===== src/hw/rtl/owfe_pkg.sv =====
// Shared constants and types for the omni wheel speed frame encoder.
`timescale 1ns / 1ps

package owfe_pkg;

  localparam int NUM_WHEELS     = 4;
  localparam int WHEEL_IDX_W    = $clog2(NUM_WHEELS);
  localparam int COEF_FRAC_BITS = 28;
  localparam int SPIN_FRAC_BITS = 24;
  localparam int SUM_FRAC_BITS  = 30;
  localparam int COEF_SHIFT     = SUM_FRAC_BITS - COEF_FRAC_BITS;
  localparam int SPIN_SHIFT     = SUM_FRAC_BITS - SPIN_FRAC_BITS;

  localparam int VEL_W   = 16;
  localparam int COEF_W  = 32;
  localparam int REG_W   = 2 * COEF_W;
  localparam int PROD_W  = COEF_W + VEL_W;
  localparam int ACC_W   = 64;
  localparam int QUOT_W  = ACC_W - SUM_FRAC_BITS;
  localparam int SPEED_W = 16;

  localparam int FRAME_LEN = 10;
  localparam int BYTE_IDX_W = $clog2(FRAME_LEN);
  localparam logic [7:0] FRAME_HEADER = 8'hFF;
  localparam logic [7:0] FRAME_FOOTER = 8'hAA;

  localparam int CFG_IDX_W = 3;
  localparam logic [CFG_IDX_W-1:0] REG_WHEEL0    = 3'd0;
  localparam logic [CFG_IDX_W-1:0] REG_WHEEL1    = 3'd1;
  localparam logic [CFG_IDX_W-1:0] REG_WHEEL2    = 3'd2;
  localparam logic [CFG_IDX_W-1:0] REG_WHEEL3    = 3'd3;
  localparam logic [CFG_IDX_W-1:0] REG_SPIN_GAIN = 3'd4;

  typedef logic signed [VEL_W-1:0]   vel_t;
  typedef logic signed [COEF_W-1:0]  coef_t;
  typedef logic [REG_W-1:0]          wheel_reg_t;
  typedef logic signed [PROD_W-1:0]  prod_t;
  typedef logic signed [ACC_W-1:0]   acc_t;
  typedef logic signed [SPEED_W-1:0] speed_t;

endpackage


===== src/hw/rtl/owfe_frame.sv =====
// Frame serialiser: header, four speeds high byte first, footer.
`timescale 1ns / 1ps

module owfe_frame (
  input  logic                              clk,
  input  logic                              rst,
  input  logic                              in_valid,
  output logic                              in_ready,
  input  owfe_pkg::speed_t                  speed_in [owfe_pkg::NUM_WHEELS],
  output logic                              out_valid,
  input  logic                              out_ready,
  output logic [7:0]                        frame_byte,
  output logic                              frame_last
);

  localparam logic [owfe_pkg::BYTE_IDX_W-1:0] LAST_IDX =
    owfe_pkg::BYTE_IDX_W'(owfe_pkg::FRAME_LEN - 1);

  owfe_pkg::speed_t                  speed [owfe_pkg::NUM_WHEELS];
  logic [owfe_pkg::BYTE_IDX_W-1:0]   byte_idx;
  logic [owfe_pkg::BYTE_IDX_W-1:0]   body_idx;
  logic [owfe_pkg::SPEED_W-1:0]      cur_speed;

  assign frame_last = (byte_idx == LAST_IDX);
  assign in_ready   = !out_valid || (out_ready && frame_last);
  assign body_idx   = byte_idx - owfe_pkg::BYTE_IDX_W'(1);
  assign cur_speed  = speed[body_idx[owfe_pkg::WHEEL_IDX_W:1]];

  always_comb begin
    if (byte_idx == '0) begin
      frame_byte = owfe_pkg::FRAME_HEADER;
    end else if (frame_last) begin
      frame_byte = owfe_pkg::FRAME_FOOTER;
    end else if (!body_idx[0]) begin
      frame_byte = cur_speed[owfe_pkg::SPEED_W-1:8];
    end else begin
      frame_byte = cur_speed[7:0];
    end
  end

  always_ff @(posedge clk) begin
    if (rst) begin
      out_valid <= 1'b0;
      byte_idx  <= '0;
    end else if (in_ready) begin
      // load the next item, or go idle once the footer has left
      out_valid <= in_valid;
      byte_idx  <= '0;
    end else if (out_ready) begin
      byte_idx <= byte_idx + owfe_pkg::BYTE_IDX_W'(1);
    end
  end

  always_ff @(posedge clk) begin
    if (in_valid && in_ready) begin
      speed <= speed_in;
    end
  end

endmodule


===== config.mk =====
export PLATFORM = sky130hd
export DESIGN_NAME = owfe_frame
export DESIGN_NICKNAME = d
export VERILOG_FILES = /design/src/hw/rtl/owfe_pkg.sv /design/src/hw/rtl/owfe_frame.sv
export SDC_FILE = /design/constraint.sdc
export NUM_CORES = 1
export LEC_CHECK = 0
export BUFFER_PORTS_ARGS = -buffer_cell sky130_fd_sc_hd__buf_2
export CAP_MARGIN = 25
export CELL_PAD_IN_SITES_DETAIL_PLACEMENT = 0
export CELL_PAD_IN_SITES_GLOBAL_PLACEMENT = 1
export CORE_MARGIN = 4
export CORE_UTILIZATION = 45
export DETAILED_ROUTE_END_ITERATION = 6
export MAX_ROUTING_LAYER = met4
export PLACE_DENSITY = 0.86
export SETUP_SLACK_MARGIN = 0.4
export SLEW_MARGIN = 5
export SYNTH_ARGS = -nofsm -noshare
export SYNTH_HDL_FRONTEND = slang
export SYNTH_SLANG_ARGS = --single-unit

===== constraint.sdc =====
create_clock -name clk -period 6.8 [get_ports clk]
set_input_delay 1.36 -clock clk [delete_from_list [all_inputs] [get_ports clk]]
set_output_delay 1.36 -clock clk [all_outputs]
set_load 0.05 [all_outputs]

Word level (Yosys, flattened, before mapping). Index checks and enable logic that the tools add are counted. Widths: inputs -> output; s select.

Logic and storage cells: 23. Output and inout port bits: 11. Input port bits: 68. Bits in registers: 69.

Add/sub/neg operators: 2. Equality and inequality tests: 1. Reductions and logical operators: 6. Multiplexer cells: 6. Order comparisons: 1. Bitwise operators: 1.

Operators with widths (number): $bmux 16 s2 (1); $mux 16 (2); $mux 8 (3); $add 4x1->4 const B (1); $eq 4x4->1 const B (1); $logic_not 4->1 (1); $ge 3x3->1 const B (1); $not 2->3 (1); $sub 3x1->3 const B (1); $logic_and 1x1->1 (2); $reduce_or 2->1 (1); $logic_not 1->1 (1); $logic_or 1x1->1 (1).

Depth between registers and ports, before layout.
Depth after elaboration: 8. Gate-level depth with buffers: 10. Depth with buffers taken out: 6.

Worst setup path before layout. OpenSTA, ideal clock, no wires.

Path kind: register -> output. Start: register byte_idx[0] (netlist bit). End: output port frame_byte[2]. Setup slack: 2.568 ns. Data required time: 5.440 ns. Arrival: 2.872 ns. Stages on the path, launching flop included: 11. Cell sequence: dfxtp_1 clkbuf_1 inv_1 ha_1 buf_2 clkbuf_1 buf_2 nand3b_1 mux2i_1 nor4_1 o21ai_0.

Elaborated cells on any way between the ends: 10.

RTL lines: start, declared (line owfe_frame.sv:20) `logic [owfe_pkg::BYTE_IDX_W-1:0] byte_idx;`; start signal, assigned (line owfe_frame.sv:50) `byte_idx <= byte_idx + owfe_pkg::BYTE_IDX_W'(1);`; $sub 3x1->3 (line owfe_frame.sv:26) `assign body_idx = byte_idx - owfe_pkg::BYTE_IDX_W'(1);`; via body_idx (one bit) (line owfe_frame.sv:21) `logic [owfe_pkg::BYTE_IDX_W-1:0] body_idx;`; $mux 8 (line owfe_frame.sv:34) `end else if (!body_idx[0]) begin`; $mux 8 (line owfe_frame.sv:32) `end else if (frame_last) begin`; $mux 8 (line owfe_frame.sv:30) `if (byte_idx == '0) begin`; end, declared (line owfe_frame.sv:12) `output logic [7:0] frame_byte,`.

The timed path passes the listed nets, and every way through them passes these cells. The select of a mux whose other input is x is not followed.

Final worst setup path. Same ends and word-level chain as after synthesis.

==> flow_summary_export.csv <==
group,metric,value,unit
outcome,status,"finished clean",
cts,cts_hold_buf,0,
synthesis,synth_cell_types,32,
placement,gp_congestion,0.771,
synthesis,yosys.area.top_type,"edfxtp_1",
synthesis,syn_area_per_cell,14.1,um2
sta,finalClockSkew,0.00492,ns
final_layout,nets,365,
synthesis,yosys_warnings,0,
sta,rsz0062_at_grt,"no",
sta,worst_slack,2.21,ns
power,ir_drop,0.181,mV
synthesis,postSynth.asyncResetShare,0,
cts,cts_tree,"done",
synthesis,syn-num-nets,286,
floorplan,fp.dieH,89.8,um
grt,antenna_found_initial,0,
final_layout,regArea,2020,um2
drt,vias_per_cell,5.00,
grt,overflow,0,
final_layout,multiInputGateArea,905,um2
grt,grt_pass1_vias,1871,
cts,cts_setup_buffers,0,
final_layout,utilization,0.577,
sta,worst_pin_slew,0.938,ns
final_layout,fillers,516,
placement,dp_slack,2.55,ns
hold_path,whs_path_depth,2,
floorplan,die-area,8070,um2
cts,cts-root-buf,"clkbuf_8",
cts,htreeDepth,3,
sta,setup_viol,0,
critical_path,path_class,"reg -> out",
synthesis,syn_area,3010,um2
sta,fmax,218,MHz
synthesis,synth_top_area_frac,0.638,
floorplan,io_pins,79,
sta,timing_hold_violations_final,0,
power,p_switching,0.202,mW
synthesis,synthCells,214,
critical_path,critPathLaunchType,"flop",
placement,io_buffer_count,78,
sta,finalCritPeriodShare,0.675,
floorplan,core-area,6420,um2
power,combinationalPowerShare,0.085,
drt,first_pass_iters,4,
power,p_sw_frac,0.208,
placement,dpl.hpwl,4040,um
synthesis,yosysSeqAreaShare,0.671,
drt,ant_nets,0,
grt,grtUsageTotal,0.147,
cts,clock_sinks,69,
synthesis,synth_seq_cells,69,
power,internal_power,0.767,mW
hold_path,hold_class,"reg -> reg",
drt,drt-total-wl,5640,um
critical_path,cp_max_fo,40,
drt,via_count,1876,
sta,max_slew_margin,0.375,
synthesis,synth_flop_cell,"edfxtp_1",
cts,numCtsBuffers,9,
cts,clk_pin_slew_worst_paths,0.07,ns
power,cellLeakagePower,1.40,nW
drt,drt-initial-drc-count,78,
sta,drv_slew,0,
power,p_clk_frac,0.402,
flow_run,max_cap_violations,0,
final_layout,drive_gt1_frac,0.352,
power,power.density,261,nW/um2
sta,min_period,4.59,ns
critical_path,endpoint_kind,"output pin",
cts,cts_resized,0,
cts,clk-insertion-delay-late,0.33,ns
final_layout,area_growth,23.0,%
synthesis,synth_edf_count,64,
cts,cts_buffer_depth,2,
floorplan,fp.dieW,89.8,um
floorplan,initial_core_util,0.469,
floorplan,std_cell_rows,29,
critical_path,reg2reg_depth,6,
drt,drcViolationCount,0,
synthesis,synthTopCellsByArea,"edfxtp_1 64%, mux2i_1 6.0%, nand3b_1 4.0%, dfxtp_1 3.3%, nand2_1 3.2%",
grt,grt_pass1_wl,8960,um
grt,grt_max_degree,65,
drt,wire_per_inst,15.0,um
final_layout,antenna_cells,0,
power,seqPwrFrac,0.513,
critical_path,crit_arrival,3.23,ns
critical_path,worstPathRequired,5.44,ns
sta,final.setup.tns,0,ns
==> routing by layer <==
metal	routed length, um	GRT usage	part of all wire
met2	2790	0.234	0.50
met5	0	-	0
met3	339	0.0451	0.060
met4	114	0.0664	0.020
met1	2390	0.174	0.42
==> power groups by stage <==
stage	sequential [mW]	clock (mW)	combinational, mW
6_report	0.496	0.389	0.0826
5_1_grt	0.498	0.415	0.0912
4_1_cts	0.497	0.395	0.0820
3_5_place_dp	0.506	0	0.0819
3_3_place_gp	0.506	0	0.0802
2_1_floorplan	0.506	0	0.0493
==> synthesized netlist by cell type (3+ instances only) <==
cell / instances
mux2i_1: 18
nor2_1: 8
ha_1: 4
nand3b_1: 16
a32oi_1: 4
mux2_2: 4
nand3_1: 16
nand2_1: 26
dfxtp_1: 5
nor4_1: 4
nor3b_1: 8
buf_6: 3
clkbuf_1: 4
inv_1: 3
buf_2: 4
edfxtp_1: 64
o21ai_0: 3
==> kinds of logic (layout without fill, tap and decap cells) <==
group,count (synthesis),count (layout),share of synthesized area
buf+inv,16,100,0.0291
xor+xnor,5,5,0.0233
mux,22,22,0.0747
fa+ha+maj,4,4,0.0166
simple gates,84,84,0.150
flops,69,69,0.671
compound gates,14,14,0.0349
==> final timing paths <==
check,start,to,slack (ns)
max,byte_idx[0]$_SDFFE_PP0P_,frame_byte[2],2.21
min,byte_idx[1]$_SDFFE_PP0P_,byte_idx[1]$_SDFFE_PP0P_,0.57
max reg2reg,byte_idx[0]$_SDFFE_PP0P_,speed[43]$_DFFE_PP_,4.28
min reg2reg,byte_idx[1]$_SDFFE_PP0P_,byte_idx[1]$_SDFFE_PP0P_,0.57
==> registers in the layout (all words and copies together), names as in the netlist <==
name / cells
speed: 64
byte_idx: 4
out_valid: 1
==> worst max-delay path, stage by stage (launching register included) <==
cell     delay, ns
dfxtp_1       0.31
buf_4         0.33
inv_1         0.14
ha_1          0.32
xnor2_4       0.76
mux2_2        0.41
nor4_1        0.25
o21ai_0       0.13
buf_2         0.23
==> stage by stage <==
step	cell area [um2]	instances	hold WS, ns	total power, mW
4_1_cts	3680	374	0.574	0.974
2_1_floorplan	3010	214	0.510	0.555
3_3_place_gp	3440	358	0.536	0.586
5_1_grt	3700	375	0.607	1.00
6_report	3700	375	0.568	0.968
3_5_place_dp	3440	358	0.561	0.588
==> cell usage in the layout (no fill, tap or decap), drive strengths merged, types with 4 or more instances in the layout <==
cell     n
clkbuf   9
dfxtp    5
nor4     4
nand3   16
a32oi    4
mux2     4
mux2i   18
nand3b  16
nor2     8
edfxtp  64
nor3b    8
buf     81
nand2   26
a31o     4
ha       4
o21ai    4
==> cell type report <==
| cell class | instances | share of cell area |
|---|---|---|
| sequential | 69 | 0.546 |
| multi-input combinational | 129 | 0.244 |
| timing repair buffer | 81 | 0.117 |
| clock inverter | 7 | 0.0307 |
| tap | 77 | 0.0260 |
| inverter | 3 | 0.00304 |
| clock buffer | 9 | 0.0334 |
Note: power is estimated with default switching activity, not from simulation.
