## config.mk

```make
export PLATFORM = sky130hd
export DESIGN_NAME = owfe_sum_stage
export DESIGN_NICKNAME = d
export VERILOG_FILES = /design/src/hw/rtl/owfe_pkg.sv /design/src/hw/rtl/owfe_sum_stage.sv
export SDC_FILE = /design/constraint.sdc
export NUM_CORES = 1
export LEC_CHECK = 0
export BUFFER_PORTS_ARGS = -buffer_cell sky130_fd_sc_hd__buf_2
export CAP_MARGIN = 10
export CORE_AREA = 3 3 271 273
export CTS_CLUSTER_SIZE = 12
export DETAILED_ROUTE_END_ITERATION = 6
export DIE_AREA = 0 0 274 276
export HOLD_SLACK_MARGIN = 0.02
export PLACE_DENSITY_LB_ADDON = 0.2
export SLEW_MARGIN = 20
export SYNTH_ARGS = -nofsm -noshare
export SYNTH_HDL_FRONTEND = slang
export SYNTH_SLANG_ARGS = --single-unit
```

## constraint.sdc

```tcl
create_clock -name clk -period 6 [get_ports clk]
set_clock_uncertainty 0.15 [all_clocks]
set_input_delay 0.9 -clock clk [delete_from_list [all_inputs] [get_ports clk]]
set_output_delay 0.9 -clock clk [all_outputs]
set_load 0.05 [all_outputs]
```

## src/hw/rtl/owfe_pkg.sv

```systemverilog
// Shared constants and types for the omni wheel speed frame encoder.
`timescale 1ns / 1ps

package owfe_pkg;

  localparam int NUM_WHEELS     = 4;
  localparam int WHEEL_IDX_W    = $clog2(NUM_WHEELS);
  localparam int COEF_FRAC_BITS = 28;
  localparam int SPIN_FRAC_BITS = 24;
  localparam int SUM_FRAC_BITS  = 30;
  localparam int COEF_SHIFT     = SUM_FRAC_BITS - COEF_FRAC_BITS;
  localparam int SPIN_SHIFT     = SUM_FRAC_BITS - SPIN_FRAC_BITS;

  localparam int VEL_W   = 16;
  localparam int COEF_W  = 32;
  localparam int REG_W   = 2 * COEF_W;
  localparam int PROD_W  = COEF_W + VEL_W;
  localparam int ACC_W   = 64;
  localparam int QUOT_W  = ACC_W - SUM_FRAC_BITS;
  localparam int SPEED_W = 16;

  localparam int FRAME_LEN = 10;
  localparam int BYTE_IDX_W = $clog2(FRAME_LEN);
  localparam logic [7:0] FRAME_HEADER = 8'hFF;
  localparam logic [7:0] FRAME_FOOTER = 8'hAA;

  localparam int CFG_IDX_W = 3;
  localparam logic [CFG_IDX_W-1:0] REG_WHEEL0    = 3'd0;
  localparam logic [CFG_IDX_W-1:0] REG_WHEEL1    = 3'd1;
  localparam logic [CFG_IDX_W-1:0] REG_WHEEL2    = 3'd2;
  localparam logic [CFG_IDX_W-1:0] REG_WHEEL3    = 3'd3;
  localparam logic [CFG_IDX_W-1:0] REG_SPIN_GAIN = 3'd4;

  typedef logic signed [VEL_W-1:0]   vel_t;
  typedef logic signed [COEF_W-1:0]  coef_t;
  typedef logic [REG_W-1:0]          wheel_reg_t;
  typedef logic signed [PROD_W-1:0]  prod_t;
  typedef logic signed [ACC_W-1:0]   acc_t;
  typedef logic signed [SPEED_W-1:0] speed_t;

endpackage

```

## src/hw/rtl/owfe_sum_stage.sv

```systemverilog
// Second stage: align the three products to a common fraction and add them.
`timescale 1ns / 1ps

module owfe_sum_stage (
  input  logic               clk,
  input  logic               rst,
  input  logic               in_valid,
  output logic               in_ready,
  input  owfe_pkg::prod_t    prod_x [owfe_pkg::NUM_WHEELS],
  input  owfe_pkg::prod_t    prod_y [owfe_pkg::NUM_WHEELS],
  input  owfe_pkg::prod_t    prod_spin,
  output logic               out_valid,
  input  logic               out_ready,
  output owfe_pkg::acc_t     acc [owfe_pkg::NUM_WHEELS]
);

  owfe_pkg::acc_t spin_term;

  assign in_ready  = !out_valid || out_ready;
  assign spin_term = owfe_pkg::acc_t'(prod_spin) <<< owfe_pkg::SPIN_SHIFT;

  always_ff @(posedge clk) begin
    if (rst) begin
      out_valid <= 1'b0;
    end else if (in_ready) begin
      out_valid <= in_valid;
    end
  end

  always_ff @(posedge clk) begin
    if (in_valid && in_ready) begin
      for (int w = 0; w < owfe_pkg::NUM_WHEELS; w++) begin
        acc[w] <= (owfe_pkg::acc_t'(prod_x[w]) <<< owfe_pkg::COEF_SHIFT)
                + (owfe_pkg::acc_t'(prod_y[w]) <<< owfe_pkg::COEF_SHIFT)
                + spin_term;
      end
    end
  end

endmodule

```

Yosys cells after proc, flatten, opt, wreduce, memory -nomap -nowiden
Index checks and enable logic that the tools add are counted.
{"block": "classes", "n_addsub": 8, "reduce_logical": 3}
{"cell": "$add A51 B54 Y55", "count": 4}
{"cell": "$add A50 B50 Y51", "count": 4}
{"cell": "$logic_and A1 B1 Y1", "count": 1}
{"cell": "$logic_not A1 Y1", "count": 1}
{"cell": "$logic_or A1 B1 Y1", "count": 1}
{"block": "totals", "ff_bits": 257, "input_bits": 436, "out_inout_bits": 258}

Logic depth before layout (Yosys ltp)
Gate-level depths: netlist of the first run.
{"block": "logic_depth", "depth_word": 3, "depth_mapped": 14}

Least setup slack after synthesis of the first run
No wires, ideal clock.
{"block": "synth_timing", "path_kind": "in2reg", "from": "input port out_ready", "to": "register acc[100] in the netlist's numbering, enable pin", "arrival_ps": 6255, "path_buffers": 0, "cell_stages": 2, "path_slack_ps": -1002, "setup_time_ps": 598, "path_cell_list": "nand2b_1 and2_1"}
{"block": "synth_between", "elab_chain_cells": 2}
{"element": "start: declaration", "line_no": "owfe_sum_stage.sv:13", "text": "input logic out_ready,"}
{"element": "$logic_or A1 B1 Y1", "line_no": "owfe_sum_stage.sv:19", "text": "assign in_ready = !out_valid || out_ready;"}
{"element": "$logic_and A1 B1 Y1", "line_no": "owfe_sum_stage.sv:31", "text": "if (in_valid && in_ready) begin"}
{"element": "end signal: indexed assignment", "line_no": "owfe_sum_stage.sv:33", "text": "acc[w] <= (owfe_pkg::acc_t'(prod_x[w]) <<< owfe_pkg::COEF_SHIFT)"}
{"element": "end: declaration", "line_no": "owfe_sum_stage.sv:14", "text": "output owfe_pkg::acc_t acc [owfe_pkg::NUM_WHEELS]"}
No other way between the ends.
A chain may end at the register's enable or synchronous reset.

Final worst setup path of the first run
{"block": "layout_timing", "from": "input port prod_spin[7]", "to": "register acc[178] in the netlist's numbering (data pin)"}
{"block": "layout_between", "elab_chain_cells": 1}
{"element": "start: declaration", "line_no": "owfe_sum_stage.sv:11", "text": "input owfe_pkg::prod_t prod_spin,"}
{"element": "$add A51 B54 Y55", "line_no": "owfe_sum_stage.sv:35", "text": "+ spin_term;"}
No other way between the ends.

==> results of run 1 <==
[sequential cells by signal (all words and copies together) (netlist names)]
| register | flops |
|---|---|
| out_valid | 1 |
| acc | 212 |
[synthesized netlist by cell type (all sizes together) (4+ instances only)]
library cell and count:
a21oi 232, ha 220, edfxtp 212, fa 196, nand2 144, o21ai 127, xnor2 125, nor2 104
a21o 99, xor2 75, inv 66, clkbuf 54, buf 52, nand3 49, nand4 48, o21bai 37
a31oi 29, nor2b 23, and3 18, nor3 18, a211oi 15, o21a 15, nand2b 13, and2 11
nor4 9, o31ai 9, o211ai 7, o22ai 7, o41ai 7, a21boi 6, o2111ai 6, o221ai 6
a2111oi 5, a311oi 5, or3 5, a211o 4, a41oi 4, and4 4, or2 4
[where the power goes]
| group | internal, mW | switching [mW] |
|---|---|---|
| Clock | 0.946 | 0.721 |
| Combinational | 1.72 | 3.89 |
| Sequential | 2.22 | 0.160 |
[final cells by class]
type,count,share of cell area [%]
timing repair buffer,692,12.91
clock inverter,17,0.4023
antenna,17,0.1572
multi-input combinational,1727,54.76
tap,950,4.393
clock buffer,36,2.858
inverter,66,0.9157
sequential,213,23.60
[logic make-up after synthesis]
group | count (synthesis) | synth area share, %
AOI/OAI and AO/OA | 644 | 18.84
xor gates and xnor gates | 200 | 7.965
adders and majority gates | 416 | 30.36
buffers and inverters | 172 | 3.727
DFF | 213 | 29.04
other | 1 | 0.01705
and+or+nand+nor | 459 | 10.05
[layer usage]
layer / vias up / track usage [%] / wire length [um] / part of all wire, %
li1: 8985 / - / - / -
met1: 9393 / 28.21 / 35190 / 39
met2: 794 / 39.68 / 43820 / 49
met3: 102 / 4.825 / 7760 / 8.7
met4: 14 / 5.663 / 2255 / 2.5
met5: - / 0 / 92 / 0.10
[through the flow]
stage / cell area, um^2 / hold WS [ns]
final: 27050 / 0.3073
after global routing: 27020 / 0.2762
after CTS: 27010 / 0.2405
after detailed placement: 26130 / 0.3655
after global placement: 26130 / 0.3437
after floorplan: 22020 / 0.8191
[critical path: stages]
cell	delay (ns)
buf_2	0.25
fa_1	0.47
ha_1	0.44
nand3_1	0.17
or4_1	0.64
a21oi_1	0.38
o21ai_1	0.26
o2111ai_1	0.36
nand2_1	0.14
o21bai_1	0.40
a41oi_1	0.19
xnor2_1	0.16
[worst paths after layout]
check	to	slack, ns
worst min register to register	out_valid	0.37
worst max register to register	acc[25]	3.83
worst max-delay path	acc[178]	1.40
worst min-delay path	out_valid	0.31
==> run_results.csv, run 1 <==
group,metric,value,unit
floorplanning,core_area,0.07136,mm^2
global_routing,grt_overflow_total,0,
cts,cts_hold_buf,0,
setup_path,setup.worst_path.end_class,"flop",
routing,drtAntennaViolNets,0,
place,dp.cells,3648,
global_routing,grt_antenna_before_repair,25,
routing,dr.pass1.iters,5,
cts,clk_pin_slew,0.05,ns
logic_synthesis,synth.yosys.seq_area_share,29.04,%
power,ir_worst_vdd,0.4106,mV
cells_and_area,fill_cells,7300,
setup_path,setup.worst_path.start,"prod_spin[7]",
cts,cts_buffer_depth,3,
place,dp.final_hpwl,76740,um
sta,fin_tns_setup,0,ns
logic_synthesis,synthArstFlopShare,0,%
min_path,min_path_type,"input port to flop",
logic_synthesis,ys_top_cells_by_area,"edfxtp_1, fa_1, ha_1, a21oi_1, xnor2_1",
cells_and_area,instances_no_fill,3718,
cts,clock_latency,0.59,ns
sta,setup_viol,0,
setup_path,r2r-start,"out_valid",
logic_synthesis,yosysTopAreaCellShare,28.95,%
place,port_buffers,685,
power,finalPower,9.656,mW
cells_and_area,area_growth,23.03,%
floorplanning,ios,694,
sta,worst_slew_pin_slew,0.7548,ns
logic_synthesis,ys_types,84,
logic_synthesis,ys.flop_type,"edfxtp_1",
floorplanning,initial_utilization,30.82,%
cells_and_area,fin_util,37.91,%
cts,clock_sinks,213,
cts,cts-resized-gates,0,
routing,drc,0,
cts,postCtsSetupBuffers,0,
sta,post-route-period-util,76.70,%
sta,max_slew_margin,49.22,%
routing,via_per_inst,5.188,
floorplanning,die_area,0.07562,mm^2
sta,rsz0062_at_grt,"false",
global_routing,grt_max_degree,93,
logic_synthesis,synth_area_per_cell,10.45,um^2
global_routing,first_global_vias,19600,
global_routing,grt_usage,22.64,%
floorplanning,num_rows,98,
setup_path,arrival,4.78,ns
cells_and_area,final_common_cell,"buf_2",
sta,clock.fmax,217.3,MHz
place,gp_congestion,0.9875,
logic_synthesis,synth_edf_count,212,
place,place_ws,0.8349,ns
routing,wirelength,89130,um
setup_path,r2r_cells,3,
setup_path,worstPathMaxFanout,7,
cells_and_area,multi_input_area,0.01481,mm^2
cells_and_area,register_area,0.006386,mm^2
logic_synthesis,yosysWarnings,0,
cts,numCtsBuffers,30,
cells_and_area,fin_nets,3582,
logic_synthesis,yosys.area.top_type,"edfxtp_1",
setup_path,worstSetupPathType,"input port to flop",
cts,cts_tree,"built",
cts,cts_max_level,1,
setup_path,crit_required,6.17,ns
flow_run,drv_cap,0,
logic_synthesis,syn-cell-area,0.02199,mm^2
sta,fin_ws,1.398,ns
floorplanning,dieHeight,276,um
cells_and_area,drive_above_1_share,27.81,%
power,p_leak,11.93,nW
routing,post_drt_wl_per_cell,23.97,um
cts,clockRootBuffer,"clkbuf_16",
power,power_density,356.9,mW/mm^2
routing,drtIter0Drc,1341,
logic_synthesis,synthCells,2105,
logic_synthesis,ys_ff_latch,213,
cells_and_area,most-common-layout-cells,"buf_2, a21oi_1, ha_1, edfxtp_1, fa_1",
status,outcome,"finished, final reports clean",
setup_path,crit_path_start_kind,"input port",
min_path,min_from,"rst",
sta,fin_crit,4.602,ns
routing,vias,19290,
sta,final_hold_viol_count,0,
floorplanning,die_width,274,um
global_routing,grt_pass1_wl,127700,um
sta,maxSlewViolCount,0,
min_path,hold_depth,2,
No activity file was read; power rests on OpenSTA's default activity.
==> run 2, diff against run 1 <==
==> constraint.sdc (replaced) <==
create_clock -name clk -period 4.6 [get_ports clk]
set_clock_uncertainty 0.15 [all_clocks]
set_input_delay 0.69 -clock clk [delete_from_list [all_inputs] [get_ports clk]]
set_output_delay 0.69 -clock clk [all_outputs]
set_load 0.05 [all_outputs]
==> run_results.csv, run 2 (same netlist as run 1, synthesis figures left out) <==
group,metric,value,unit
setup_path,cp_num_cells,15,
floorplanning,dieHeight,276,um
sta,maxSlewViolCount,0,
sta,final_hold_viol_count,0,
sta,fin_crit,4.078,ns
power,p_sw,6.302,mW
setup_path,cp_top_family,"compound AO/OA/AOI/OAI gates",
cells_and_area,final_area,0.02781,mm^2
cells_and_area,final_common_cell,"buf_2",
place,gp_congestion,0.9594,
cts,cts_hold_buf,0,
power,pwr-share-seq,24.0,%
cells_and_area,area_growth,26.47,%
global_routing,grt_usage,23.12,%
sta,worst_slew_pin_slew,0.7296,ns
floorplanning,core_area,0.07136,mm^2
place,place_ws,-0.02011,ns
setup_path,crit_required,4.78,ns
global_routing,first_global_vias,20170,
setup_path,worstSetupPathType,"input port to flop",
cells_and_area,fill_cells,7346,
sta,hold_slack,0.09728,ns
routing,drtAntennaViolNets,0,
setup_path,reg2reg_to,"acc[45]",
cells_and_area,largest_reg_flops,212,
sta,fin_tns_setup,0,ns
place,port_buffers,685,
status,outcome,"finished, final reports clean",
routing,dr.pass1.iters,6,
cts,cts-resized-gates,0,
floorplanning,num_rows,98,
global_routing,grt_pass1_wl,129500,um
cells_and_area,register_area,0.006386,mm^2
routing,wirelength,90340,um
power,power.share.switching,48.69,%
sta,post-route-period-util,88.64,%
cells_and_area,multi_input_area,0.01481,mm^2
cts,clk_pin_slew,0.06,ns
setup_path,arrival,4.26,ns
sta,setup_viol,0,
flow_run,drv_cap,0,
cts,clockRootBuffer,"clkbuf_16",
cts,clock_latency,0.59,ns
min_path,min_from,"rst",
floorplanning,die_area,0.07562,mm^2
place,dp.final_hpwl,78150,um
cells_and_area,fin_nets,3674,
power,clockPowerShare,17.8,%
cts,clock_sinks,213,
min_path,min_path_type,"input port to flop",
routing,via_per_inst,5.157,
setup_path,crit_slowest_cell,"a2111oi_2",
global_routing,grt_antenna_before_repair,26,
setup_path,setup.worst_path.start,"prod_x[49]",
setup_path,r2r_cells,3,
routing,drc,0,
power,p_leak,12.41,nW
setup_path,endpoint,"acc[117]",
setup_path,worstPathCellList,"buf_2, ha_1, ha_1, fa_1, a211oi_1, o21ai_1, a21oi_1, a21bo_2, a22oi_1, a2111oi_2, nor2_1, a311oi_1, buf_4, o21ai_1, xor2_1",
power,power_density,465.3,mW/mm^2
global_routing,grt_overflow_total,0,
cts,cts_tree,"built",
setup_path,max_stage_delay,0.56,ns
floorplanning,ios,694,
cells_and_area,drive_above_1_share,30.38,%
setup_path,crit_path_start_kind,"input port",
setup_path,reg2reg_slack,2.60,ns
power,ir_worst_vdd,0.4546,mV
sta,max_slew_margin,51.36,%
setup_path,cp.buffers_inverters,2,
setup_path,setup.worst_path.end_class,"flop",
place,place_area,0.02685,mm^2
cells_and_area,top_register,"acc",
sta,rsz0062_at_grt,"false",
global_routing,grt_max_degree,56,
sta,fin_ws,0.5224,ns
cts,cts_buffer_depth,3,
setup_path,r2r-start,"out_valid",
cts,postCtsSetupBuffers,0,
sta,clock.fmax,245.2,MHz
power,internal_power,6.640,mW
cells_and_area,reg.largest.list,"acc (212), out_valid (1)",
cells_and_area,most-common-layout-cells,"buf_2, a21oi_1, ha_1, edfxtp_1, fa_1",
routing,post_drt_wl_per_cell,23.73,um
power,finalPower,12.94,mW
routing,drtIter0Drc,1317,
power,p_comb_share,58.2,%
routing,vias,19630,
floorplanning,die_width,274,um
cts,numCtsBuffers,29,
floorplanning,initial_utilization,30.82,%
setup_path,worstPathMaxFanout,3,
cts,cts_max_level,1,
-- run 2: changes by cell type in the layout (fill, tap and decap cells not counted), moves of 3 or more --
cell / delta
clkinvlp_4: +3
clkinv_1: -4
diode_2: -4
buf_4: +91
-- run 2: layout make-up --
type                    instances  area share [%]
multi-input cells            1727           53.26
diodes                         13          0.1170
clock inverters                20          0.6703
clock buffers                  33           2.663
well taps                     950           4.274
repair buffers                785           15.16
flip-flops and latches        213           22.96
inverters                      66          0.8907
-- run 2: worst reg2reg max path, cell delays in order, from the launching register on --
cell	delay (ns)
dfxtp_1	0.30
nand2b_1	0.10
and2_4	0.64
buf_12	0.36
-- run 2: power by group through the flow --
| stage | registers [mW] | logic (mW) | clock network, mW |
|---|---|---|---|
| after floorplan | 4.73 | 3.71 | 0 |
| after global placement | 3.15 | 7.54 | 0 |
| after detailed placement | 3.13 | 7.54 | 0 |
| after CTS | 3.11 | 7.58 | 2.39 |
| after global routing | 3.14 | 8.14 | 2.46 |
| final | 3.10 | 7.54 | 2.30 |
-- run 2: per-layer routing --
metal,global-route usage (%),vias to the layer above,wire length [um],part of all wire (%)
met5,0,-,134,0.15
met3,6.205,146,8081,8.9
met1,27.68,9488,34900,39
li1,-,9161,-,-
met2,40.02,817,44020,49
met4,7.637,22,3207,3.5
-- run 2: worst min path at each step --
stage	endpoint	slack, ns	cells after the start
3_3_place_gp	out_valid	0.34	2
3_5_place_dp	out_valid	0.36	2
4_1_cts	out_valid	0.05	2
2_1_floorplan	out_valid	0.61	1
6_report	out_valid	0.1	2
5_1_grt	out_valid	0.06	2
-- run 2: per-stage QoR --
step	utilization, %	cells
global route	38.94	3797
global placement	37.63	3741
finish	38.97	3807
CTS	38.93	3794
floorplan	-	2112
detailed placement	37.63	3741
