`config.mk`:
```
export PLATFORM = sky130hd
export DESIGN_NAME = owfe_sat_stage
export DESIGN_NICKNAME = d
export VERILOG_FILES = /design/src/hw/rtl/owfe_pkg.sv /design/src/hw/rtl/owfe_sat_stage.sv
export SDC_FILE = /design/constraint.sdc
export NUM_CORES = 1
export LEC_CHECK = 0
export BUFFER_PORTS_ARGS = -buffer_cell sky130_fd_sc_hd__buf_2
export CORE_AREA = 2 2 125 127
export DETAILED_ROUTE_END_ITERATION = 6
export DIE_AREA = 0 0 127 129
export GPL_TIMING_DRIVEN = 1
export HOLD_SLACK_MARGIN = 0.05
export PLACE_DENSITY_LB_ADDON = 0.12
export SLEW_MARGIN = 20
export SYNTH_ARGS = -nofsm -noshare
export SYNTH_HDL_FRONTEND = slang
export SYNTH_SLANG_ARGS = --single-unit
```
`constraint.sdc`:
```
create_clock -name clk -period 3.9 [get_ports clk]
set_input_delay 0.39 -clock clk [delete_from_list [all_inputs] [get_ports clk]]
set_output_delay 0.39 -clock clk [all_outputs]
set_load 0.02 [all_outputs]
```
`src/hw/rtl/owfe_pkg.sv`:
```
// Shared constants and types for the omni wheel speed frame encoder.
`timescale 1ns / 1ps

package owfe_pkg;

  localparam int NUM_WHEELS     = 4;
  localparam int WHEEL_IDX_W    = $clog2(NUM_WHEELS);
  localparam int COEF_FRAC_BITS = 28;
  localparam int SPIN_FRAC_BITS = 24;
  localparam int SUM_FRAC_BITS  = 30;
  localparam int COEF_SHIFT     = SUM_FRAC_BITS - COEF_FRAC_BITS;
  localparam int SPIN_SHIFT     = SUM_FRAC_BITS - SPIN_FRAC_BITS;

  localparam int VEL_W   = 16;
  localparam int COEF_W  = 32;
  localparam int REG_W   = 2 * COEF_W;
  localparam int PROD_W  = COEF_W + VEL_W;
  localparam int ACC_W   = 64;
  localparam int QUOT_W  = ACC_W - SUM_FRAC_BITS;
  localparam int SPEED_W = 16;

  localparam int FRAME_LEN = 10;
  localparam int BYTE_IDX_W = $clog2(FRAME_LEN);
  localparam logic [7:0] FRAME_HEADER = 8'hFF;
  localparam logic [7:0] FRAME_FOOTER = 8'hAA;

  localparam int CFG_IDX_W = 3;
  localparam logic [CFG_IDX_W-1:0] REG_WHEEL0    = 3'd0;
  localparam logic [CFG_IDX_W-1:0] REG_WHEEL1    = 3'd1;
  localparam logic [CFG_IDX_W-1:0] REG_WHEEL2    = 3'd2;
  localparam logic [CFG_IDX_W-1:0] REG_WHEEL3    = 3'd3;
  localparam logic [CFG_IDX_W-1:0] REG_SPIN_GAIN = 3'd4;

  typedef logic signed [VEL_W-1:0]   vel_t;
  typedef logic signed [COEF_W-1:0]  coef_t;
  typedef logic [REG_W-1:0]          wheel_reg_t;
  typedef logic signed [PROD_W-1:0]  prod_t;
  typedef logic signed [ACC_W-1:0]   acc_t;
  typedef logic signed [SPEED_W-1:0] speed_t;

endpackage

```
`src/hw/rtl/owfe_sat_stage.sv`:
```
// Third stage: drop the fraction toward zero and clamp each speed to 16 bits.
`timescale 1ns / 1ps

module owfe_sat_stage (
  input  logic               clk,
  input  logic               rst,
  input  logic               in_valid,
  output logic               in_ready,
  input  owfe_pkg::acc_t     acc [owfe_pkg::NUM_WHEELS],
  output logic               out_valid,
  input  logic               out_ready,
  output owfe_pkg::speed_t   speed [owfe_pkg::NUM_WHEELS]
);

  localparam int QW = owfe_pkg::QUOT_W;
  localparam logic signed [QW-1:0] Q_MAX = (QW'(1) <<< (owfe_pkg::SPEED_W - 1)) - QW'(1);
  localparam logic signed [QW-1:0] Q_MIN = -(QW'(1) <<< (owfe_pkg::SPEED_W - 1));

  logic signed [QW-1:0]  quot [owfe_pkg::NUM_WHEELS];
  owfe_pkg::speed_t      speed_next [owfe_pkg::NUM_WHEELS];

  assign in_ready = !out_valid || out_ready;

  always_comb begin
    for (int w = 0; w < owfe_pkg::NUM_WHEELS; w++) begin
      quot[w] = QW'(acc[w] >>> owfe_pkg::SUM_FRAC_BITS);
      // floor to truncation: bump negatives that had fraction bits
      if (acc[w][owfe_pkg::ACC_W-1] && (acc[w][owfe_pkg::SUM_FRAC_BITS-1:0] != '0)) begin
        quot[w] = quot[w] + QW'(1);
      end
      if (quot[w] > Q_MAX) begin
        speed_next[w] = owfe_pkg::speed_t'(Q_MAX);
      end else if (quot[w] < Q_MIN) begin
        speed_next[w] = owfe_pkg::speed_t'(Q_MIN);
      end else begin
        speed_next[w] = owfe_pkg::speed_t'(quot[w]);
      end
    end
  end

  always_ff @(posedge clk) begin
    if (rst) begin
      out_valid <= 1'b0;
    end else if (in_ready) begin
      out_valid <= in_valid;
    end
  end

  always_ff @(posedge clk) begin
    if (in_valid && in_ready) begin
      speed <= speed_next;
    end
  end

endmodule

```
# After elaboration in Yosys (flattened, before gate mapping)
# Index checks and enable logic that the tools add are counted.
# Widths: inputs -> output; s select.
dict set report word_totals {
  reg_bits 65
  out_inout_bits 66
}
dict set report op_classes {
  reduce_logical 11
  n_addsub 4
  muxes 8
  n_lt_le_gt_ge 8
}
# operator n
set ops {}
lappend ops {{$add 34x2->34 const B} 4}
lappend ops {{$gt 34x16->1 const B} 4}
lappend ops {{$lt 34x16->1 const B} 4}
lappend ops {{$mux 34} 4}
lappend ops {{$reduce_bool 30->1} 4}
lappend ops {{$mux 16} 4}
lappend ops {{$logic_and 1x1->1} 5}
lappend ops {{$logic_not 1->1} 1}
lappend ops {{$logic_or 1x1->1} 1}

# Longest topological paths before layout
# Gate-level depths: netlist (run 1).
dict set report depth {
  depth_word 5
  ltp_mapped 11
}

# Worst setup path after synthesis (run 1)
# Ideal clock, no wire load.
dict set report synth_timing {
  kind {in2reg}
  startpoint {input port acc[209] in the netlist's numbering}
  endpoint {register speed[53] in the netlist's numbering (data pin)}
  setup_time_ns 0.261
  cell_stages 9
  t_arrival_ns 2.389
  slack_ns 1.250
  n_path_buf 1
  t_required_ns 3.639
  cell_sequence {nor4_1 > nand4_1 > o21a_1 > a311oi_1 > a41o_1 > a31oi_1 > o41ai_4 > buf_6 > o21ai_2}
}
dict set report synth_via {
  elab_chain_cells 5
  elab_cells_between_ends 6
  classes_between {2 x order compare; 2 x mux; 2 x reduce/logical}
}
# item line
set synth_lines {}
lappend synth_lines {{start: declaration} owfe_sat_stage.sv:9} ;# input owfe_pkg::acc_t acc [owfe_pkg::NUM_WHEELS],
lappend synth_lines {{$reduce_bool 30->1 (*)} owfe_sat_stage.sv:28} ;# if (acc[w][owfe_pkg::ACC_W-1] && (acc[w][owfe_pkg::SUM_FRAC_BITS-1:0] != '0)) begin
lappend synth_lines {{$logic_and 1x1->1 (*)} owfe_sat_stage.sv:28}
lappend synth_lines {{$mux 34 (*)} owfe_sat_stage.sv:28}
lappend synth_lines {{$lt 34x16->1} owfe_sat_stage.sv:33} ;# end else if (quot[w] < Q_MIN) begin
lappend synth_lines {{$mux 16} owfe_sat_stage.sv:33}
lappend synth_lines {{end signal: assignment} owfe_sat_stage.sv:51} ;# speed <= speed_next;
lappend synth_lines {{end: declaration} owfe_sat_stage.sv:12} ;# output owfe_pkg::speed_t speed [owfe_pkg::NUM_WHEELS]
# Every way passes the cells marked *; elsewhere a longest branch is shown, timed or not.
# A chain may end at the register's enable or synchronous reset.

# Final worst setup path (run 1)
dict set report layout_timing {
  startpoint {input port acc[68] in the netlist's numbering}
  endpoint {register speed[19] in the netlist's numbering (data pin)}
}
# Same word-level chain as after synthesis.

==> results of run 1 <==
==> flip-flops by register name (all words and copies together), names as in the netlist <==
name	cells
out_valid	1
speed	64
==> cells in the mapped netlist (all sizes together), types with 4 or more instances <==
library cell  count
o41ai             7
or3               9
nand3            46
nor3             27
or4               6
ha                4
clkbuf            8
xnor2            40
and3             25
mux2i            13
nand2b            5
nand2            73
a21oi            27
edfxtp           64
o31ai             4
xor2             35
o211ai           11
o21a              7
nor4             54
a31oi            13
inv              24
nand3b            6
nand4            45
o2111ai           8
or2               6
nor3b             9
o2111a            4
o31a              4
buf              13
and2             11
o21ai            61
nor2             69
==> power by group through the flow <==
stage	clock network (mW)	logic [mW]	registers, mW
after detailed placement	0	0.568	0.849
after global placement	0	0.564	0.848
after global routing	0.780	0.622	0.837
after floorplan	0	0.225	0.908
final	0.737	0.570	0.834
after CTS	0.744	0.570	0.835
==> metrics by stage <==
| step | utilization, % | hold slack, ns | cell area (µm²) |
|---|---|---|---|
| 2_1_floorplan | - | 0.459 | 6630 |
| 3_3_place_gp | 56.3 | 0.502 | 8430 |
| 3_5_place_dp | 56.3 | 0.508 | 8430 |
| 4_1_cts | 58.1 | 0.195 | 8700 |
| 5_1_grt | 58.1 | 0.197 | 8700 |
| 6_report | 58.1 | 0.203 | 8700 |
==> per-layer routing <==
layer  up-vias  share of wire (%)  global-route usage [%]
met4         0                2.6                    8.27
met1      3357                 42                    29.8
met5         -                  0                       0
met2       282                 49                    42.4
li1       3707                  -                       -
met3        40                6.0                    3.20
==> cell usage in the layout (no fill, tap or decap), drive strengths merged, types with 11 or more instances in the layout <==
cell / netlist / final
nor3: 27 / 27
nor4: 54 / 54
buf: 13 / 330
mux2i: 13 / 13
xnor2: 40 / 40
a21oi: 27 / 27
nand3: 46 / 46
inv: 24 / 25
edfxtp: 64 / 64
a31oi: 13 / 13
xor2: 35 / 35
nand2: 73 / 73
nor2: 69 / 69
nand4: 45 / 45
o21ai: 61 / 61
and2: 11 / 11
o211ai: 11 / 11
and3: 25 / 25
==> worst min-delay path by stage <==
stage	from	to	slack [ns]
2_1_floorplan	rst	out_valid	0.46
3_3_place_gp	out_valid	out_valid	0.50
3_5_place_dp	out_valid	out_valid	0.51
4_1_cts	rst	out_valid	0.20
5_1_grt	rst	out_valid	0.20
6_report	rst	out_valid	0.20
==> worst max-delay path: cells and delay by family <==
kind | cells | cell delay (ns)
compound gates | 3 | 1.56
simple gates | 4 | 0.82
xor+xnor | 1 | 0.22
buf+inv | 1 | 0.09
==> area by class of cell <==
cell class	count	area (µm²)	area share, %
Multi-Input combinational cell	673	4490	51.7
Sequential cell	65	1940	22.3
Timing Repair Buffer	330	1660	19.1
Tap cell	188	235	2.71
Clock buffer	9	225	2.59
Inverter	24	90.1	1.04
Clock inverter	7	45.0	0.518
==> cells by family (layout without fill, tap and decap cells) <==
logic type / Yosys count / after routing
compound gates: 175 / 175
xor+xnor: 75 / 75
mux: 16 / 16
flops: 65 / 65
fa+ha+maj: 4 / 4
buf+inv: 45 / 370
simple gates: 403 / 403
==> impl_summary.md, run 1 <==
Run status
The run finished with clean final reports.

Finish
Leaving out filler cells and counting taps, the final layout contains 1,296. The number of inserted filler cells in the final layout is 1,436. The share of post-route cells with drive strength above 1 is 37.0%.

0 antenna diodes ended up in the layout. Relative to the synthesized area, the layout overhead comes to 31.1%. The final layout contains 1,367 nets.

Pwr
The relative contribution of combinational cells to total power is 26.6%. Power spread over the standard cell area amounts to 246 nW/µm². The cell internal power dissipation is 1.48 mW.

Power comes to 2.14 mW. The fraction of power spent switching nets is 31.0%. Summed over all cells, the static leakage comes to 3.37 nW. IR analysis of the VDD net gives a maximum drop of 0.212 mV. The register share of total power is 38.9%. The clock share of power is 34.4%.

Summed over all nets, the switching power comes to 664 µW.

CTS
The CTS clock-pin slew for the worst setup and hold paths is 0.06 ns. The clock network latency to the later pin of the worst-skew pair is 0.34 ns. Buffers inserted during clock tree synthesis total 9. In this run the clock root is driven by a sky130_fd_sc_hd__clkbuf_16. The number of setup buffers added after CTS is 0.

The clock passes through at most 2 buffers. The CTS sink count is 65. The H-tree generated during clock tree synthesis spans 3 levels.

The number of instances resized during post-cts repair is 0. The TritonCTS clock tree is yes. The count of hold buffers inserted by post-cts repair is 0.

Yosys
The average cell area after synthesis is 8.47 µm². For this run, the register share of the synthesized area comes to 29.3%. Synthesis produced 783 cells. The synthesized flop and latch total is 65. The count of distinct cell types in the synthesized netlist is 90. The synthesized netlist devotes 20.0% of its cell area to compound gates. Sorting the synthesized cells by area gives the leading types as sky130_fd_sc_hd__edfxtp_1 29%, sky130_fd_sc_hd__xnor2_1 5.3%, sky130_fd_sc_hd__xor2_1 4.6%, sky130_fd_sc_hd__nor4_1 4.4%, sky130_fd_sc_hd__nand2_1 4.1%. The synthesized design devotes to its leading area cell type 29.0% of total area. The post-synthesis cell area is 6630 µm². The adder and majority cell fraction of the synthesized area is 0.755%. The number of synthesized flops with an enable pin is 64. Yosys printed 0 warnings. The commonest register cell after synthesis is sky130_fd_sc_hd__edfxtp_1. The post-synthesis async set-or-reset flop share is 0%.

After synthesis, the largest family of logic cells by area is simple AND/OR/NAND/NOR gates. The simple-gate area share of the yosys netlist is 34.5%. Of all cell types, the one taking the most synthesized area is sky130_fd_sc_hd__edfxtp_1. Of the total synthesized cell area, the portion taken by XOR and XNOR cells is 9.90%. The number of nets in the synthesized netlist is 1,047. The post-synthesis mux area share is 2.47%.

Floorplan
After floorplanning, the core was sized to cover 15,000 µm². The overall die width is 127 µm. 326 I/O pins were placed. The initial core utilization is 44.3%. The row count is 45. Measured along the y axis, the die boundary spans 129 µm. The die covers 16,400 µm².

STA
The total count of max-transition violations in the final report was 0. Between clock sinks in the finished design, the worst skew comes to 0.00456 ns. The smallest clock period supported by the final layout is computed as 3.04 ns. In this run the tightest slew margin relative to its limit is 30.2%. Setup repair after global routing left no endpoint under its margin.

The number of hold violations in the final report is 0. The worst setup slack after layout is 0.861 ns. The maximum operating frequency is 0.329 GHz. The transition time at the pin with the least slew margin is 1.04 ns. The setup-violating endpoint count in the final report is 0. The portion of the clock cycle consumed by the worst path in the final layout is 77.9%. Summed over all failing endpoints, the final setup total negative slack is 0 ns.

Setup path
The kind of start point of the critical path is a primary input. STA puts the critical path data required time at 3.95 ns. The nature of the critical path endpoint is a flip-flop. The top fanout value on the critical path is 15.

The endpoint identified for the worst register-to-register timing path is speed[26]. The signal on the critical path passes through buf_2 > nor4_1 > nand4_1 > o211ai_1 > nor3_1 > xnor2_1 > nor4_1 > a21boi_1 > o21ai_0. The worst setup path startpoint is acc[68]. The setup path with the least slack is of type primary input to flip-flop. The most numerous cell type found on the critical path is sky130_fd_sc_hd__nor4_1. The capture point of the worst path is speed[19]. The critical path's largest stage delay is 0.79 ns.

The worst reg-to-reg path cell count is 3. Setup slack on the worst reg-to-reg path comes out at 1.94 ns. In this run the critical register-to-register path is launched from out_valid.

The arrival time at the worst endpoint is 3.09 ns. On the critical path, the stage with the largest delay is an instance of sky130_fd_sc_hd__a21boi_1.

Job
Across the run, the number of max-cap violations was 0.

Placement
At the placement stage, the worst setup path has a slack of 0.529 ns. The final weighted congestion of routability-driven global placement is 0.951. The HPWL after detailed placement is 16.9 mm. The post-placement cell count is 1,280.

Buffers placed on the I/O ports in this run total 325.

Global route
The number of antenna violations at the first check in global routing came to 0. The total overflow left after global routing is 0. The wire length of the first global-routing pass is 32.2 mm. The pin count of the biggest net entering global routing is 35. The via count of the first global-routing pass is 6,870. The global router's overall resource usage is 23.8%.

Route
After the first detailed-routing iteration, the DRC count stood at 364. The final routed DRC violation total is 0. The post-detailed-routing wire length is 20.4 mm.

Dividing the detail-routed wire length by the instance count gives 15.7 µm. The first detailed-routing pass ran for 4 iterations. The detailed router placed 7,386 vias in this run. In this run the remaining antenna-violating nets after routing total 0.

Dividing the detail-routed via count by the number of cells gives 5.70.

Worst hold path
The worst hold-check path type is primary input to flip-flop. Along the worst hold path, the cell count comes to 2.
No activity file was read; power rests on OpenSTA's default activity.
==> run 2: changes to the inputs <==
==> constraint.sdc (replaced) <==
create_clock -name clk -period 2.9 [get_ports clk]
set_input_delay 0.29 -clock clk [delete_from_list [all_inputs] [get_ports clk]]
set_output_delay 0.29 -clock clk [all_outputs]
set_load 0.02 [all_outputs]
==> impl_summary.md, run 2 (synthesized netlist as in run 1, its figures left out) <==
Setup path
For the worst setup path, the data required time is 2.98 ns. The nature of the critical path endpoint is a flip-flop. The class of the most critical setup path is primary input to flip-flop. Together, buffers and inverters on the worst path number 2. Along the worst path, the maximum fanout reaches 15.

The kind of start point of the critical path is a primary input. Traced cell by cell, the critical path runs through buf_2 > ha_1 > nand4_1 > nor4_4 > o211ai_4 > o41ai_2 > nand3b_1 > o41ai_4 > buf_12 > o21ai_1. The critical path's largest stage delay is 0.46 ns. The master of the slowest instance on the critical path is sky130_fd_sc_hd__nor4_4.

The worst flop-to-flop path startpoint is out_valid. The category of cells accounting for the largest share of critical-path delay is compound AO/OA/AOI/OAI gates. The arrival time at the worst endpoint is 2.64 ns. Tracing the worst setup path back leads to its startpoint at acc[222]. Counting cells, the worst reg-to-reg path comes to 3. The reg-to-reg critical path endpoint is speed[50]. The reg2reg setup slack is 1.44 ns.

STA
The number of hold violations in the final report is 0. After routing, the total negative slack on setup checks comes to 0 ns. The setup-violating endpoint count in the final report is 0. Based on the critical path, the design can be clocked at up to 0.391 GHz.

The worst slew margin relative to its limit is 58.4%. Subtracting the final worst setup slack from the clock period gives 2.56 ns. The total count of max-transition violations in the final report is 0. For the pin with the worst max-slew slack, the measured transition is 0.619 ns. Setup repair after global routing left no endpoint under its margin. Of the available clock period, the critical path in the final layout requires 88.2%. Setup slack on the critical path of the routed design comes to 0.342 ns.

The clock tree skew after final layout is 0.00419 ns.

Finish
The library cells used most frequently in the layout, excluding fill and tap cells, are 325 x sky130_fd_sc_hd__buf_2, 72 x sky130_fd_sc_hd__nand2_1, 68 x sky130_fd_sc_hd__nor2_1. For this run, the number of standard cells in the final layout without fillers is 1,327. The register with the most flip-flops in the layout has 64 of them. The area growth from synthesis to final layout is 36.7%. The largest registers in the layout are speed (64), out_valid (1). The share of post-route cells with drive strength above 1 is 38.9%. The register containing the most flip-flops in the final layout is speed. Leaving out fill and tap cells, the most frequent cell in the layout is sky130_fd_sc_hd__buf_2. The final-stage net count is 1,398. The number of inserted diodes is 0.

Floorplan
The die is 129 µm tall. The die outline area is 16,400 µm². The initial core utilization is 44.3%. The area inside the core boundary is 15,000 µm². The row count is 45.

From left edge to right edge, the die measures 127 µm. 326 I/O pins were placed.

Global route
The via count of the first global-routing pass is 7,083. The global router's overall resource usage is 24.8%. Entering global routing, the biggest net connects 56 pins.

The number of antenna violations at the first check in global routing is 0. The wire length of the first global-routing pass is 33.5 mm. The total overflow left after global routing is 0.

Placement
Buffers placed on the I/O ports in this run total 325. The wire-length estimate of the detail-placed layout is 17.4 mm. At the end of routability-driven placement, the weighted congestion stood at 0.940. Before CTS, the worst setup slack after placement is 0.0221 ns.

The post-placement cell count is 1,311.

Run status
The run finished with clean final reports.

Worst hold path
The worst hold path was traced through 2 stages. For hold timing, the worst endpoint is out_valid. The startpoint of the worst hold path is rst. The worst hold-check path type is primary input to flip-flop.

CTS
At the later pin of the worst-skew pair, clock insertion delay measures 0.33 ns. Once the clock tree was built, the setup fixing pass inserted 0 buffers. Clock tree synthesis selected as its root buffer the cell sky130_fd_sc_hd__clkbuf_16. The CTS sink count is 65. The longest clock path from root to sink contains 2 buffers. The number of buffers created by CTS is 9. After clock tree synthesis, the flow added hold-fix buffers numbering 0. The H-tree was split into 3 levels. TritonCTS built the clock tree. Clock-pin slew was measured on the worst setup and hold paths at 0.06 ns. The number of instances resized during post-cts repair is 0.

Pwr
In this run the static leakage power is 3.58 nW. In this run the power density over the cells is 359 nW/µm². The peak supply drop is 0.278 mV.

The total design power is 3.25 mW.

Route
The via density per instance is 5.67. The final routed DRC violation total is 0. The iteration-0 DRC count of the detailed router is 568. Detailed routing inserted a total of 7,522 vias. The iteration count of the initial detailed-routing pass is 7. The average wire per standard cell is 15.9 µm.

The routed design has 21.0 mm of wire. In this run the remaining antenna-violating nets after routing total 0.

Job
Across the run, the number of max-cap violations was 0.
==> run 2: cell type report <==
cell class / count / area, µm²
Tap cell: 188 / 235
Fill cell: 1374 / 5910
Clock inverter: 7 / 143
Clock buffer: 9 / 225
Sequential cell: 65 / 1940
Multi-Input combinational cell: 673 / 4490
Timing Repair Buffer: 361 / 1930
Inverter: 24 / 90.1
==> run 2: worst max path at each step <==
stage           endpoint  slack (ns)  depth (start not counted)
3_5_place_dp   speed[33]        0.02                         11
5_1_grt        speed[50]        0.13                         10
2_1_floorplan   speed[0]        0.31                          2
4_1_cts        speed[46]        0.37                         11
6_report       speed[50]        0.34                         10
3_3_place_gp   speed[35]      0.0008                         11
==> run 2: through the flow <==
| step | instance area [µm²] | hold WS (ns) | util (%) |
|---|---|---|---|
| after floorplan | 6630 | 0.359 | - |
| after global placement | 8700 | 0.451 | 58.1 |
| after detailed placement | 8700 | 0.451 | 58.1 |
| after CTS | 9060 | 0.0969 | 60.5 |
| after global routing | 9060 | 0.111 | 60.5 |
| final | 9060 | 0.102 | 60.5 |
==> run 2: report_power, final <==
group / total, mW / internal (mW) / switching (mW) / leakage, nW
sequential: 1.12 / 1.11 / 0.0139 / 0.616
combinational: 0.791 / 0.322 / 0.469 / 2.78
clock: 1.34 / 0.928 / 0.416 / 0.180
total: 3.25 / 2.36 / 0.898 / 3.58
==> run 2: layer usage <==
metal | GRT usage, % | up-vias | wire, µm
met5 | 0 | - | 0
met4 | 8.66 | 0 | 522
met3 | 3.70 | 42 | 1290
met2 | 44.1 | 300 | 10400
met1 | 30.8 | 3425 | 8800
li1 | - | 3755 | -
==> run 3: changes to the inputs <==
--- a/config.mk
+++ b/config.mk
@@ -6,9 +6,9 @@
 export NUM_CORES = 1
 export LEC_CHECK = 0
 export BUFFER_PORTS_ARGS = -buffer_cell sky130_fd_sc_hd__buf_2
-export CORE_AREA = 2 2 125 127
+export CORE_UTILIZATION = 35
+export CTS_CLUSTER_DIAMETER = 100
 export DETAILED_ROUTE_END_ITERATION = 6
-export DIE_AREA = 0 0 127 129
 export GPL_TIMING_DRIVEN = 1
 export HOLD_SLACK_MARGIN = 0.05
 export PLACE_DENSITY_LB_ADDON = 0.12
==> impl_summary.md, run 3 (synthesized netlist as in run 1, its figures left out) <==
Route
The detail route stage leaves a number of antenna-violating nets equal to 0. The post-detailed-routing wire length is 21.5 mm. The iteration-0 DRC count of the detailed router is 344. Using the TritonRoute via totals, the vias-per-cell ratio works out to 5.46. Before antenna repair, the detailed router went through 5 iterations. The final routed DRC violation total is 0. The average wire per standard cell is 15.4 µm.

The detailed-route via count is 7,599.

Finish
Cells with a size suffix above 1 make up 40.1% of the layout. The top cell types in the final layout, fill and taps aside, are 325 x sky130_fd_sc_hd__buf_2, 72 x sky130_fd_sc_hd__nand2_1, 68 x sky130_fd_sc_hd__nor2_1. The most common cell after layout, fill and taps aside is sky130_fd_sc_hd__buf_2. The register containing the most flip-flops in the final layout is speed. Compared with the post-synthesis result, the final layout area differs by 39.8%. The largest registers in the layout are speed (64), out_valid (1). The number of standard cells in the layout, taps in and fillers out is 1,392. After routing the design area is 9270 µm². The number of inserted diodes is 0. Fill cells in the final layout number 1,781. The register with the most flip-flops in the layout has 64 of them. The final-stage net count is 1,422.

CTS
Clock-pin slew was measured on the worst setup and hold paths at 0.05 ns. The number of instances resized during post-cts repair is 0. The number of buffers created by CTS is 9. The CTS sink count is 65.

The count of hold buffers inserted by post-cts repair is 0. The number of buffers added for setup after CTS is 0. The TritonCTS clock tree is yes. The clock network latency to the later pin of the worst-skew pair is 0.34 ns.

The maximum buffer depth of the clock tree is 2. The cell at the root of the clock tree is sky130_fd_sc_hd__clkbuf_16. The clock tree synthesis step divided the H-tree into 3 levels.

STA
The transition time at the pin with the least slew margin is 0.867 ns. The worst slew margin relative to its limit is 42.2%. Setup repair after global routing left no endpoint under its margin. The clock arrives with 0.00428 ns of skew. The setup-violating endpoint count in the final report is 0. The final critical path takes up 85.2% of the cycle. The total count of max-transition violations in the final report was 0. Setup slack on the critical path of the routed design comes to 0.429 ns. The maximum operating frequency is 0.405 GHz.

The smallest clock period supported by the final layout is computed as 2.47 ns. Final hold analysis gives a worst-case slack of 0.105 ns. The number of hold violations in the final report is 0. For the final routed database, the setup TNS stands at 0 ns.

Worst hold path
The number of instances on the worst hold path is 2. The startpoint identified for the worst hold timing path is rst. The worst hold-check path type is primary input to flip-flop. The path with the worst hold slack has its endpoint at out_valid.

Setup path
The critical path's largest stage delay is 0.43 ns. The reg-to-reg critical path endpoint is speed[53]. The kind of start point of the critical path is a primary input. The worst setup path is captured at a flip-flop. At the worst endpoint, the arrival time is 2.55 ns. The signal on the critical path passes through buf_2 > nor4_1 > nand4_1 > o21ai_2 > o41ai_1 > nor4_1 > a31oi_1 > o41ai_4 > buf_12 > o21ai_1. The worst reg-to-reg path cell count is 2. Among the stages of the critical path, the cell type that occurs most often is sky130_fd_sc_hd__nor4_1. The worst register-to-register path begins at out_valid. The class of the most critical setup path is primary input to flip-flop. Of all nets on the critical path, the largest fanout is 15. The master of the slowest instance on the critical path is sky130_fd_sc_hd__o21ai_2. The worst register-to-register path has a setup slack of 1.36 ns. Data on the critical path is required at its endpoint by 2.98 ns.

Run status
The flow ran to the end, and the final reports show no timing, DRC or antenna violations.

Job
Max-cap violations in this run came to 0.

Global route
Global routing consumed, on the met1 layer, 28.2% of the routing resources. The via count of the first global-routing pass is 6,829. The number of antenna violations at the first check in global routing is 0. The first global-routing pass estimated 33.8 mm of wire. The busiest metal layer after global routing is met2. The pin count of the biggest net entering global routing is 65. The global router's overall resource usage is 21.4%.

Global routing finished with a remaining overflow of 0. The met2 global-route usage is 35.7%. For this run, global-route usage on met3 was measured as 2.75%.

Pwr
Of the total power, registers draw 36.3%. The standby leakage power is 3.68 nW. The fraction of power spent switching nets is 29.3%. The peak supply drop is 0.156 mV. The net load switching power is 909 µW. The cell internal power dissipation is 2.20 mW. The power density relative to cell area is 335 nW/µm².

The relative contribution of combinational cells to total power is 25.9%. The share of total power dissipated in the clock network is 37.8%.

Floorplan
The core region is 18,300 µm². The row count is 49. The die covers 19,500 µm².

The chip height is 140 µm. The initial core utilization is 36.3%. Pin placement for this block handled 326 I/O pins.

The die is 140 µm wide.

Placement
The placed instances occupy a cell area of 8950 µm². After detailed placement, the design holds a cell count of 1,376. Buffers placed on the I/O ports in this run total 325.

After legalization and detailed placement, the total HPWL measured 17.8 mm. The final weighted congestion of routability-driven global placement is 0.939. Before CTS, the worst setup slack after placement is 0.0303 ns.
[run 3: cell types whose count changed in the layout (fill, tap and decap cells not counted), sizes merged]
cell	change
clkinvlp	+1
bufinv	-2
buf	+24
inv	+1
[run 3: final cells by class]
class                           instances  area [µm²]  area share [%]
Clock buffer                            9         225            2.43
Clock inverter                          7        93.8            1.01
Inverter                               24        90.1           0.972
Multi-Input combinational cell        673        4500            48.5
Sequential cell                        65        1940            20.9
Tap cell                              229         287            3.09
Timing Repair Buffer                  385        2140            23.1
[run 3: how the worst max path moves through the flow]
stage | end | cells past startpoint | slack (ns) | start
detailed placement | speed[4] | 9 | 0.03 | acc[0]
global route | speed[17] | 11 | 0.13 | acc[70]
floorplan | speed[0] | 2 | 0.31 | out_valid
global placement | speed[1] | 9 | 0.06 | acc[0]
finish | speed[49] | 10 | 0.43 | acc[209]
CTS | speed[4] | 9 | 0.39 | acc[0]
[run 3: power by group through the flow]
stage          clock [mW]  combinational (mW)  sequential, mW
2_1_floorplan           0               0.302            1.22
3_3_place_gp            0               0.805            1.15
3_5_place_dp            0               0.807            1.15
4_1_cts              1.20               0.809            1.13
5_1_grt              1.23               0.882            1.13
6_report             1.18               0.806            1.13
[run 3: worst max-delay path: cells and delay by family]
kind / cells / cell delay (ns)
simple gates: 3 / 0.80
buf+inv: 2 / 0.29
compound gates: 5 / 1.16
[run 3: through the flow]
step	utilization, %	power (mW)
after global routing	50.8	3.24
after global placement	49.0	1.95
final	50.8	3.11
after detailed placement	49.0	1.95
after CTS	50.8	3.14
after floorplan	-	1.52
[run 3: routing by layer]
| metal | up-vias | share of wire, % |
|---|---|---|
| met5 | - | 0 |
| met4 | 0 | 2.4 |
| met3 | 31 | 6.0 |
| met2 | 312 | 47 |
| met1 | 3440 | 45 |
| li1 | 3816 | - |
